--- src/rtl/core/dotp_pkg.sv ---
// Shared types and constants of the DHCP option TLV parser.
package dotp_pkg;

  localparam int MAX_VALUE_BYTES_DEF = 2048;

  // Depth of the result buffer in front of the output channel
  localparam int OB_DEPTH = 4;
  // Most results one input item can cause
  localparam int MAX_RES = 3;

  localparam logic [2:0] KIND_OPTION    = 3'd0;
  localparam logic [2:0] KIND_AGENT     = 3'd1;
  localparam logic [2:0] KIND_AGENT_END = 3'd2;
  localparam logic [2:0] KIND_VALID     = 3'd3;
  localparam logic [2:0] KIND_INVALID   = 3'd4;

  localparam logic [7:0] CODE_PAD   = 8'd0;
  localparam logic [7:0] CODE_AGENT = 8'd82;
  localparam logic [7:0] CODE_END   = 8'd255;

  typedef struct packed {
    logic [2:0]  kind;
    logic [7:0]  option_code;
    logic [7:0]  value_byte;
    logic [10:0] value_offset;
    logic        agent_malformed;
    logic        last;
  } res_t;

endpackage

--- src/rtl/core/dotp_out_buf.sv ---
// Result buffer: takes up to three results per cycle, gives out one per cycle while out_tready is high.
module dotp_out_buf (
  input  logic          clk,
  input  logic          rst_n,
  input  logic [1:0]    push_cnt,
  input  dotp_pkg::res_t push_res [dotp_pkg::MAX_RES],
  output logic          room,
  output logic          out_tvalid,
  input  logic          out_tready,
  output dotp_pkg::res_t head
);
  import dotp_pkg::*;

  localparam int CntW = $clog2(OB_DEPTH + 1);

  res_t           slot_r   [OB_DEPTH];
  res_t           slot_nxt [OB_DEPTH];
  logic [CntW-1:0] cnt_r, cnt_nxt;
  logic           pop;
  logic [CntW-1:0] base;
  logic [CntW-1:0] rel;
  res_t           shifted  [OB_DEPTH];

  assign pop        = (cnt_r != '0) && out_tready;
  assign base       = cnt_r - CntW'(pop);
  assign out_tvalid = (cnt_r != '0);
  assign head       = slot_r[0];
  // room for a full burst of results from the next item
  assign room       = (cnt_r <= CntW'(OB_DEPTH - MAX_RES));

  always_comb begin
    for (int i = 0; i < OB_DEPTH - 1; i++) begin
      shifted[i] = pop ? slot_r[i+1] : slot_r[i];
    end
    shifted[OB_DEPTH-1] = slot_r[OB_DEPTH-1];
    for (int i = 0; i < OB_DEPTH; i++) begin
      rel         = CntW'(i) - base;
      slot_nxt[i] = shifted[i];
      if ((CntW'(i) >= base) && (rel < CntW'(push_cnt))) begin
        slot_nxt[i] = push_res[rel[1:0]];
      end
    end
    cnt_nxt = base + CntW'(push_cnt);
  end

  always_ff @(posedge clk) begin
    if (!rst_n) begin
      cnt_r <= '0;
    end else begin
      cnt_r <= cnt_nxt;
    end
  end

  always_ff @(posedge clk) begin
    for (int i = 0; i < OB_DEPTH; i++) begin
      slot_r[i] <= slot_nxt[i];
    end
  end

endmodule

--- src/rtl/core/dhcp_option_tlv_parser_top.sv ---
// Top level of the DHCP option TLV parser: record parsing and length table.
// Results are registered in the result buffer before they reach the output.
// Throughput: one item per cycle while items cause at most one result each and out_tready
//   stays high; the results of an item leave the output in order, and in_tready
//   drops while more than one result waits in the four-entry result buffer.
// Reset (rst_n, synchronous): clears the parser state, the per-code valid bits and the
//   result buffer; the length memory is not cleared, the valid bits mask its contents.
module dhcp_option_tlv_parser_top #(
  parameter int MAX_VALUE_BYTES = dotp_pkg::MAX_VALUE_BYTES_DEF
) (
  input  logic        clk,
  input  logic        rst_n,
  input  logic        in_tvalid,
  output logic        in_tready,
  input  logic [7:0]  in_tdata,   // [7:0] data_byte
  input  logic [0:0]  in_tuser,   // [0] new_packet
  input  logic        in_tlast,   // last_of_buffer
  output logic        out_tvalid,
  input  logic        out_tready,
  output logic [31:0] out_tdata,  // [7:0] option_code, [15:8] value_byte,
                                  // [26:16] value_offset, [27] agent_malformed, zero above
  output logic [2:0]  out_tuser,  // [2:0] kind
  output logic        out_tlast   // last result of the input item
);
  import dotp_pkg::*;

  localparam logic [10:0] OffsetTop =
    11'(((MAX_VALUE_BYTES - 1) < 2047) ? (MAX_VALUE_BYTES - 1) : 2047);

  localparam logic [1:0] PH_CODE  = 2'd0;
  localparam logic [1:0] PH_LEN   = 2'd1;
  localparam logic [1:0] PH_VALUE = 2'd2;
  localparam logic [1:0] PH_DONE  = 2'd3;

  localparam logic [1:0] SUB_TYPE = 2'd0;
  localparam logic [1:0] SUB_LEN  = 2'd1;
  localparam logic [1:0] SUB_DATA = 2'd2;

  logic [1:0]  phase_r, phase_nxt;
  logic [7:0]  code_r, code_nxt;
  logic [7:0]  rem_r, rem_nxt;
  logic [10:0] off_r, off_nxt;
  logic [1:0]  sub_ph_r, sub_ph_nxt;
  logic [7:0]  sub_rem_r, sub_rem_nxt;
  logic        sub_bad_r, sub_bad_nxt;
  logic [255:0] vld_r;

  logic [10:0] len_mem [256];
  logic [10:0] len_rd_r;
  logic        mem_we;
  logic [10:0] mem_wd;

  logic        acc;
  logic        room;
  logic [7:0]  b;
  logic        np;
  logic [1:0]  n;
  res_t        res [MAX_RES];
  res_t        head;
  logic [11:0] sum;
  logic [10:0] start;
  logic        agent;

  assign b         = in_tdata;
  assign np        = in_tuser[0];
  assign in_tready = room;
  assign acc       = in_tvalid && in_tready;

  always_comb begin
    phase_nxt   = np ? PH_CODE : phase_r;
    code_nxt    = code_r;
    rem_nxt     = np ? 8'd0 : rem_r;
    off_nxt     = np ? 11'd0 : off_r;
    sub_ph_nxt  = np ? SUB_TYPE : sub_ph_r;
    sub_rem_nxt = np ? 8'd0 : sub_rem_r;
    sub_bad_nxt = np ? 1'b0 : sub_bad_r;
    mem_we      = 1'b0;
    mem_wd      = '0;
    sum         = '0;
    start       = '0;
    agent       = (code_r == CODE_AGENT);
    n           = 2'd0;
    for (int i = 0; i < MAX_RES; i++) begin
      res[i] = '0;
    end

    unique case (phase_nxt)
      PH_CODE: begin
        if (b == CODE_END) begin
          res[n].kind = KIND_VALID;
          n           = n + 2'd1;
          phase_nxt   = PH_DONE;
        end else if (b != CODE_PAD) begin
          code_nxt  = b;
          phase_nxt = PH_LEN;
        end
      end
      PH_LEN: begin
        rem_nxt = b;
        if (agent) begin
          off_nxt     = '0;
          sub_ph_nxt  = SUB_TYPE;
          sub_rem_nxt = '0;
          sub_bad_nxt = 1'b0;
          if (b == 8'd0) begin
            res[n].kind        = KIND_AGENT_END;
            res[n].option_code = CODE_AGENT;
            n                  = n + 2'd1;
          end
        end else begin
          // len_rd_r was read at this code on the previous accepted item
          start   = vld_r[code_r] ? len_rd_r : 11'd0;
          off_nxt = start;
          sum     = {1'b0, start} + {4'b0, b};
          mem_we  = 1'b1;
          mem_wd  = (sum > {1'b0, OffsetTop}) ? OffsetTop : sum[10:0];
        end
        phase_nxt = (b == 8'd0) ? PH_CODE : PH_VALUE;
      end
      PH_VALUE: begin
        res[n].kind         = agent ? KIND_AGENT : KIND_OPTION;
        res[n].option_code  = code_r;
        res[n].value_byte   = b;
        res[n].value_offset = off_nxt;
        n                   = n + 2'd1;
        sum     = {1'b0, off_nxt} + 12'd1;
        off_nxt = (sum > {1'b0, OffsetTop}) ? OffsetTop : sum[10:0];
        rem_nxt = rem_nxt - 8'd1;
        if (agent && !sub_bad_nxt) begin
          case (sub_ph_nxt)
            SUB_TYPE: begin
              if (rem_nxt == 8'd0) sub_bad_nxt = 1'b1;
              else sub_ph_nxt = SUB_LEN;
            end
            SUB_LEN: begin
              if (b > rem_nxt) begin
                sub_bad_nxt = 1'b1;
              end else if (b == 8'd0) begin
                sub_ph_nxt = SUB_TYPE;
              end else begin
                sub_rem_nxt = b;
                sub_ph_nxt  = SUB_DATA;
              end
            end
            default: begin
              sub_rem_nxt = sub_rem_nxt - 8'd1;
              if (sub_rem_nxt == 8'd0) sub_ph_nxt = SUB_TYPE;
            end
          endcase
        end
        if (rem_nxt == 8'd0) begin
          if (agent) begin
            res[n].kind            = KIND_AGENT_END;
            res[n].option_code     = CODE_AGENT;
            res[n].agent_malformed = sub_bad_nxt;
            n                      = n + 2'd1;
          end
          phase_nxt = PH_CODE;
        end
      end
      default: begin
      end
    endcase

    if (in_tlast) begin
      if (phase_nxt == PH_CODE) begin
        res[n].kind = KIND_VALID;
        n           = n + 2'd1;
      end else if (phase_nxt != PH_DONE) begin
        res[n].kind = KIND_INVALID;
        n           = n + 2'd1;
      end
      phase_nxt = PH_CODE;
    end

    if (n != 2'd0) begin
      res[n - 2'd1].last = 1'b1;
    end
  end

  always_ff @(posedge clk) begin
    if (!rst_n) begin
      phase_r   <= PH_CODE;
      code_r    <= '0;
      rem_r     <= '0;
      off_r     <= '0;
      sub_ph_r  <= SUB_TYPE;
      sub_rem_r <= '0;
      sub_bad_r <= 1'b0;
      vld_r     <= '0;
    end else if (acc) begin
      phase_r   <= phase_nxt;
      code_r    <= code_nxt;
      rem_r     <= rem_nxt;
      off_r     <= off_nxt;
      sub_ph_r  <= sub_ph_nxt;
      sub_rem_r <= sub_rem_nxt;
      sub_bad_r <= sub_bad_nxt;
      if (np) vld_r <= '0;
      else if (mem_we) vld_r[code_r] <= 1'b1;
    end
  end

  // Length table: read at every accepted byte, so the code byte prefetches the
  // entry used by the length byte. Writes happen only on length bytes, never
  // between that prefetch and its use.
  always_ff @(posedge clk) begin
    if (acc) begin
      len_rd_r <= len_mem[b];
      if (mem_we) len_mem[code_r] <= mem_wd;
    end
  end

  dotp_out_buf u_out_buf (
    .clk        (clk),
    .rst_n      (rst_n),
    .push_cnt   (acc ? n : 2'd0),
    .push_res   (res),
    .room       (room),
    .out_tvalid (out_tvalid),
    .out_tready (out_tready),
    .head       (head)
  );

  assign out_tdata = {4'b0, head.agent_malformed, head.value_offset,
                      head.value_byte, head.option_code};
  assign out_tuser = head.kind;
  assign out_tlast = head.last;

endmodule

--- config.mk ---
export PLATFORM = sky130hd
export DESIGN_NAME = dhcp_option_tlv_parser_top
export DESIGN_NICKNAME = d
export VERILOG_FILES = /design/src/rtl/core/dotp_pkg.sv /design/src/rtl/core/dotp_out_buf.sv /design/src/rtl/core/dhcp_option_tlv_parser_top.sv
export SDC_FILE = /design/constraint.sdc
export NUM_CORES = 2
export LEC_CHECK = 0
export ABC_AREA = 1
export BUFFER_PORTS_ARGS = -buffer_cell sky130_fd_sc_hd__clkbuf_2
export CORE_UTILIZATION = 50
export CTS_CLUSTER_SIZE = 12
export DETAILED_ROUTE_END_ITERATION = 8
export PLACE_DENSITY = 0.68
export SYNTH_ARGS = -nofsm -noshare
export SYNTH_HDL_FRONTEND = slang
export SYNTH_SLANG_ARGS = --single-unit
--- constraint.sdc ---
create_clock -name clk -period 12.5 [get_ports clk]
set_input_delay 0.625 -clock clk [delete_from_list [all_inputs] [get_ports clk]]
set_output_delay 0.625 -clock clk [all_outputs]
set_load 0.02 [all_outputs]
# After elaboration in Yosys (flattened, before gate mapping)
# Memory sizes are Yosys's and may differ from the RTL's. A register that Yosys moved wholly into a read port is not among the register bits.
# Index checks and enable logic that the tools add are counted.
# Widths: inputs -> output; s select.
[word_totals]
register_bits = 299
mem_bits_rw = 2944
inputBits = 14
out_inout_bits = 38
n_memories = 2
[memory_table]
columns = ["name", "depth", "width", "rd", "rd_clocked_by_memory_dff", "write_ports", "line_no", "text"]
rows = [
  ["len_mem", 256, 11, 1, 1, 1, "dhcp_option_tlv_parser_top.sv:48", "logic [10:0] len_mem [256];"],
  ["u_out_buf.slot_r", 4, 32, 4, 0, 4, "dotp_out_buf.sv:16", "res_t slot_r [OB_DEPTH];"],
]
[op_classes]
add_sub_neg = 12
n_lt_le_gt_ge = 22
eq_ne = 6
n_mux = 103
n_bitwise = 8
reduce_logical = 23
[op_table]
columns = ["cell", "n"]
rows = [
  ["$mux 256", 2],
  ["$mux 32", 16],
  ["$mux 96", 4],
  ["$bwmux 96", 3],
  ["$bmux 32 s2", 4],
  ["$or 256x256->256", 1],
  ["$demux 32 s2", 2],
  ["$mux 11", 9],
  ["$pmux 8 s2", 4],
  ["$mux 8", 6],
  ["$mux 2", 19],
  ["$mux 10", 3],
  ["$gt 12x11->1 const B", 2],
  ["$logic_not 8->1", 3],
  ["$pmux 11 s2", 1],
  ["$mux 1", 20],
  ["$mux 19", 1],
  ["$ge 3x3->1 const B", 6],
  ["$not 2->3", 6],
  ["$sub 8x1->8 const B", 2],
  ["$add 11x1->12 const B", 1],
  ["$add 11x8->12", 1],
  ["$lt 3x2->1", 4],
  ["$pmux 2 s3", 2],
  ["other kinds (32)", 52],
]

# Logic depth before layout (Yosys ltp)
[logic_depth]
word_depth = 21
ltp_mapped = 28

# Modules after synthesis
# A second synthesis with hierarchy kept.
[unflattened]
cells_unflattened = 11813
area_unflattened_um2 = 134687.9
[modules_own_cells]
columns = ["module", "n_inst", "cells_per_inst", "area_per_inst_um2", "seq_area_each_um2"]
rows = [
  ["dhcp_option_tlv_parser_top", 1, 10708, 126512.6, 90817.1],
  ["dotp_out_buf", 1, 1105, 8175.3, 3903.7],
]

# Worst setup path after synthesis
# OpenSTA, ideal clock, no wires.
[synth_timing]
kind = "register to register"
start = "register code_r[1]"
end = "memory len_mem[0][6], data pin"
setup_time_ns = 1.730
arrival_time_ns = 10.135
setup_slack_ns = 0.635
path_stages_with_launch = 23
period_less_slack_ns = 11.865
cell_sequence = "dfxtp_1 buf_4 inv_4 buf_4 buf_2 nand2_1 nand2_1 nand2_1 nand2_1 o21ai_1 nand2_1 o21ai_0 nand2_1 nor2_4 nor2_1 ha_1 nand4_1 nand2_1 o21bai_2 nand2_1 nand2_1 nand2_1 a31oi_1"
[synth_via]
elab_chain_len = 8
elab_cells_between_ends = 9
classes_between = "add/sub: 1; order compare: 1; eq/ne: 1; mux: 6"
[synth_rtl]
columns = ["element", "line_no", "text"]
rows = [
  ["from (decl)", "dhcp_option_tlv_parser_top.sv:40", "logic [7:0] code_r, code_nxt;"],
  ["from (signal assigned)", "dhcp_option_tlv_parser_top.sv:193", "code_r <= code_nxt;"],
  ["$bmux 1 s8", "dhcp_option_tlv_parser_top.sv:112", "start = vld_r[code_r] ? len_rd_r : 11'd0;"],
  ["$mux 1 (not written as such)", "dhcp_option_tlv_parser_top.sv:112", ""],
  ["$mux 11", "dhcp_option_tlv_parser_top.sv:112", ""],
  ["$add 11x8->12", "dhcp_option_tlv_parser_top.sv:114", "sum = {1'b0, start} + {4'b0, b};"],
  ["$gt 12x11->1", "dhcp_option_tlv_parser_top.sv:116", "mem_wd = (sum > {1'b0, OffsetTop}) ? OffsetTop : sum[10:0];"],
  ["$mux 11", "dhcp_option_tlv_parser_top.sv:116", ""],
  ["$mux 11 (*)", "dhcp_option_tlv_parser_top.sv:100", "if (agent) begin"],
  ["$mux 11 (*)", "dhcp_option_tlv_parser_top.sv:87", "unique case (phase_nxt)"],
  ["named net mem_wd[6]", "dhcp_option_tlv_parser_top.sv:51", "logic [10:0] mem_wd;"],
  ["to (decl)", "dhcp_option_tlv_parser_top.sv:48", ""],
]
# Mark *: on every way through the listed nets, which the timed path passes. The rest lies on a longest branch. The select of a mux whose other input is x is not followed.

# Worst setup path after layout
[layout_timing]
start = "register code_r[0]"
end = "memory len_mem[119][6], data pin"
# Same word-level chain as after synthesis.

==> load_flow_metrics.sql <==
INSERT INTO impl_metrics (metric_group, metric, value, unit) VALUES
('setup_path', 'critical_path_required', '13.13', 'ns'),
('synthesis', 'syn_avg_cell_area', '12.9', 'um2'),
('placed_design', 'area_after_dpl', '0.133', 'mm2'),
('synthesis', 'synth.yosys.seq_area_share', '0.739', ''),
('worst_hold_path', 'worst_hold_path.num_cells', '4', ''),
('die', 'die_w', '508', 'um'),
('clock_tree', 'clock_insertion_delay_worst_skew', '0.97', 'ns'),
('placed_design', 'place.gp.congestion', '0.907', ''),
('timing', 'grt_setup_unrepaired', 'no', ''),
('die', 'core-area', '0.254', 'mm2'),
('power', 'power-per-cell-area', '171', 'mW/mm2'),
('clock_tree', 'tritoncts', 'yes', ''),
('power', 'vdd.ir_drop.worst', '0.000238', 'V'),
('run_status', 'run_status', 'finished clean', ''),
('cells_and_area', 'postLayoutCellArea', '0.143', 'mm2'),
('setup_path', 'critical_path_peak_fanout', '108', ''),
('synthesis', 'postSynth.topFlopCell', 'sky130_fd_sc_hd__edfxtp_1', ''),
('grt', 'first_pass_grt_wire_length', '551000', 'um'),
('timing', 'report.final.hold_viol_count', '0', ''),
('setup_path', 'worstReg2RegEnd', 'len_mem[119][6]', ''),
('clock_tree', 'cts_post_setup_buffers_inserted', '0', ''),
('drt', 'post_drt_wl_per_cell', '27.9', 'um'),
('setup_path', 'critPathCaptureType', 'flop', ''),
('die', 'die_y', '508', 'um'),
('placed_design', 'dpl.hpwl', '208000', 'um'),
('worst_hold_path', 'timing.hold.worst.start', 'in_tlast', ''),
('power', 'design_power_total', '24.4', 'mW'),
('synthesis', 'synthDistinctLibCells', '64', ''),
('run', 'cap_viol_max_count', '0', ''),
('synthesis', 'synthTopCellsByArea', 'sky130_fd_sc_hd__edfxtp_1 (69%), sky130_fd_sc_hd__dfxtp_1 (4.7%), sky130_fd_sc_hd__nor2_1 (3.9%)', ''),
('clock_tree', 'numClockSinks', '3254', ''),
('clock_tree', 'root_buffer', 'sky130_fd_sc_hd__clkbuf_16', ''),
('synthesis', 'synth-edff-count', '2955', ''),
('setup_path', 'setup.worst_path.start_class', 'flop', ''),
('clock_tree', 'cts_buffers', '340', ''),
('clock_tree', 'cts_max_path_buffers', '4', ''),
('cells_and_area', 'synth_to_layout_area_growth', '11.5', '%'),
('synthesis', 'synth_top_area_share', '0.693', ''),
('clock_tree', 'cts_resized', '0', ''),
('clock_tree', 'worst_setup_hold_path_clk_slew', '0.06', 'ns'),
('timing', 'headroom_to_the_max_slew_limit', '0.0579', ''),
('grt', 'grt_usage', '0.288', ''),
('setup_path', 'r2r.worst_path.cells', '22', ''),
('cells_and_area', 'final_net_count', '10100', ''),
('timing', 'fin_crit_sh', '0.599', ''),
('timing', 'postLayoutSetupSlackWorst', '5.02', 'ns'),
('synthesis', 'synth.ff_latch_count', '3254', ''),
('setup_path', 'critPathArrivalTime', '8.12', 'ns'),
('timing', 'final-max-slew-violation-count', '0', ''),
('grt', 'grt_antenna_before_repair', '12', ''),
('cells_and_area', 'highest_count_cells_in_the_layout_ignoring_fill_and_taps', 'sky130_fd_sc_hd__edfxtp_1 (2,955), sky130_fd_sc_hd__nor2_1 (1,315), sky130_fd_sc_hd__o21ai_0 (885)', ''),
('die', 'initial_utilization', '0.504', ''),
('grt', 'grt_start_max_net_pins', '257', ''),
('drt', 'detail_route.wirelength', '378000', 'um'),
('drt', 'ant_nets', '0', ''),
('grt', 'gr_overflow_total', '0', ''),
('power', 'p_leak', '44.1', 'nW'),
('clock_tree', 'htree_levels', '5', ''),
('grt', 'via_count_of_the_first_global_routing_pass', '82600', ''),
('setup_path', 'register_to_register_setup_slack', '5.02', 'ns'),
('drt', 'firstDrtPassIters', '8', ''),
('cells_and_area', 'post_route_cells_drive_above_1_share', '0.0982', ''),
('setup_path', 'worstReg2RegStart', 'code_r[0]', ''),
('clock_tree', 'postCtsHoldBufs', '0', ''),
('synthesis', 'mappedNetlistArea', '0.128', 'mm2'),
('timing', 'timing.fmax', '0.134', 'GHz'),
('synthesis', 'yosys_warnings', '0', ''),
('drt', 'via_count', '87100', ''),
('synthesis', 'netlist.top_cell.by_area', 'sky130_fd_sc_hd__edfxtp_1', ''),
('timing', 'whs', '0.191', 'ns'),
('setup_path', 'timing.setup.critical_path_class', 'flop to flop', '');
-- per-stage QoR --
step,util,cells
2_1_floorplan,-,9965
4_1_cts,0.562,13500
3_3_place_gp,0.524,13000
3_5_place_dp,0.524,13000
5_1_grt,0.562,13500
6_report,0.562,13500
-- cell usage after synthesis (7+ instances only) --
cell type and count:
sky130_fd_sc_hd__a21oi_1 206, sky130_fd_sc_hd__a221oi_1 11, sky130_fd_sc_hd__a22o_1 25, sky130_fd_sc_hd__a22oi_1 7, sky130_fd_sc_hd__a31oi_1 182, sky130_fd_sc_hd__a41oi_1 7
sky130_fd_sc_hd__buf_1 65, sky130_fd_sc_hd__buf_2 90, sky130_fd_sc_hd__buf_4 11, sky130_fd_sc_hd__buf_6 19, sky130_fd_sc_hd__clkbuf_1 541, sky130_fd_sc_hd__clkinv_1 10
sky130_fd_sc_hd__dfxtp_1 299, sky130_fd_sc_hd__edfxtp_1 2955, sky130_fd_sc_hd__ha_1 41, sky130_fd_sc_hd__inv_1 264, sky130_fd_sc_hd__inv_2 15, sky130_fd_sc_hd__nand2_1 845
sky130_fd_sc_hd__nand3_1 258, sky130_fd_sc_hd__nand4_1 28, sky130_fd_sc_hd__nor2_1 1334, sky130_fd_sc_hd__nor3_1 450, sky130_fd_sc_hd__nor4_1 8, sky130_fd_sc_hd__o2111ai_1 8
sky130_fd_sc_hd__o211ai_1 223, sky130_fd_sc_hd__o21ai_0 885, sky130_fd_sc_hd__o21ai_1 105, sky130_fd_sc_hd__o21bai_1 16, sky130_fd_sc_hd__o221ai_1 81, sky130_fd_sc_hd__o22ai_1 631
sky130_fd_sc_hd__o311ai_0 111, sky130_fd_sc_hd__o31ai_1 125, sky130_fd_sc_hd__o32ai_1 9, sky130_fd_sc_hd__or2_2 7, sky130_fd_sc_hd__xor2_1 18
-- registers in the layout (all words and copies together), names as in the netlist --
register / cells
len_mem: 2816
vld_r: 256
u_out_buf.slot_r: 128
len_rd_r: 11
off_r: 11
code_r: 8
rem_r: 8
sub_rem_r: 8
u_out_buf.cnt_r: 3
phase_r: 2
sub_ph_r: 2
sub_bad_r: 1
-- cell families (layout without fill, tap and decap cells) --
kind of cell               Yosys count  in the layout  share of synthesized area
buffers and inverters             1016           1214                     0.0321
xor gates and xnor gates            24             24                    0.00176
DFF                               3254           3254                      0.739
AOI/OAI and AO/OA                 2657           2657                      0.127
other                                1             20                  0.0000293
adders and majority gates           43             43                    0.00432
and+or+nand+nor                   2956           2956                     0.0952
-- critical path: stages, from the launching register on --
cell,delay (ns)
sky130_fd_sc_hd__dfxtp_4,0.59
sky130_fd_sc_hd__buf_4,0.72
sky130_fd_sc_hd__buf_4,0.90
sky130_fd_sc_hd__o21ai_0,0.25
sky130_fd_sc_hd__nand2_1,0.11
sky130_fd_sc_hd__nand2_1,0.07
sky130_fd_sc_hd__nand2_1,0.06
sky130_fd_sc_hd__nand2_1,0.06
sky130_fd_sc_hd__o21ai_1,0.12
sky130_fd_sc_hd__nand2_1,0.11
sky130_fd_sc_hd__o21ai_0,0.20
sky130_fd_sc_hd__nand2_1,0.15
sky130_fd_sc_hd__nor2_4,0.29
sky130_fd_sc_hd__nor2_1,0.12
sky130_fd_sc_hd__ha_1,0.23
sky130_fd_sc_hd__fa_1,0.44
sky130_fd_sc_hd__inv_1,0.12
sky130_fd_sc_hd__o21bai_2,0.11
sky130_fd_sc_hd__nand2_1,0.10
sky130_fd_sc_hd__nand3_1,0.11
sky130_fd_sc_hd__a31oi_4,0.78
sky130_fd_sc_hd__buf_4,0.58
sky130_fd_sc_hd__buf_4,0.71
-- layer usage --
metal  wire [um]  global-route usage  part of all wire
met3       43500              0.0628              0.12
met5         357             0.00148           0.00095
met1      144000               0.394              0.38
met2      170000               0.439              0.45
met4       19500               0.134             0.052
-- cell type report --
class	instances	area [um2]
flip-flops and latches	3254	94700
multi-input cells	5695	30000
repair buffers	412	3220
fillers	19900	112000
clock buffers	445	9110
inverters	290	1160
diodes	5	12.5
clock inverters	67	399
well taps	3366	4210
-- where the power goes --
part | leakage [nW] | switching (mW) | internal (mW)
Sequential | 27.8 | 0.0974 | 12.3
Clock | 4.62 | 3.92 | 5.11
Combinational | 11.8 | 2.37 | 0.613
-- how the worst max path moves through the flow --
stage,endpoint,cells after the start,slack [ns],startpoint
6_report,len_mem[119][6],22,5.02,code_r[0]
3_3_place_gp,len_mem[36][6],22,5.39,code_r[0]
2_1_floorplan,len_mem[0][6],22,0.63,code_r[1]
3_5_place_dp,len_mem[37][6],22,5.18,code_r[0]
5_1_grt,len_mem[109][6],22,4.57,code_r[0]
4_1_cts,len_mem[35][6],22,5.16,code_r[0]
Power figures use the tool's default switching activity.
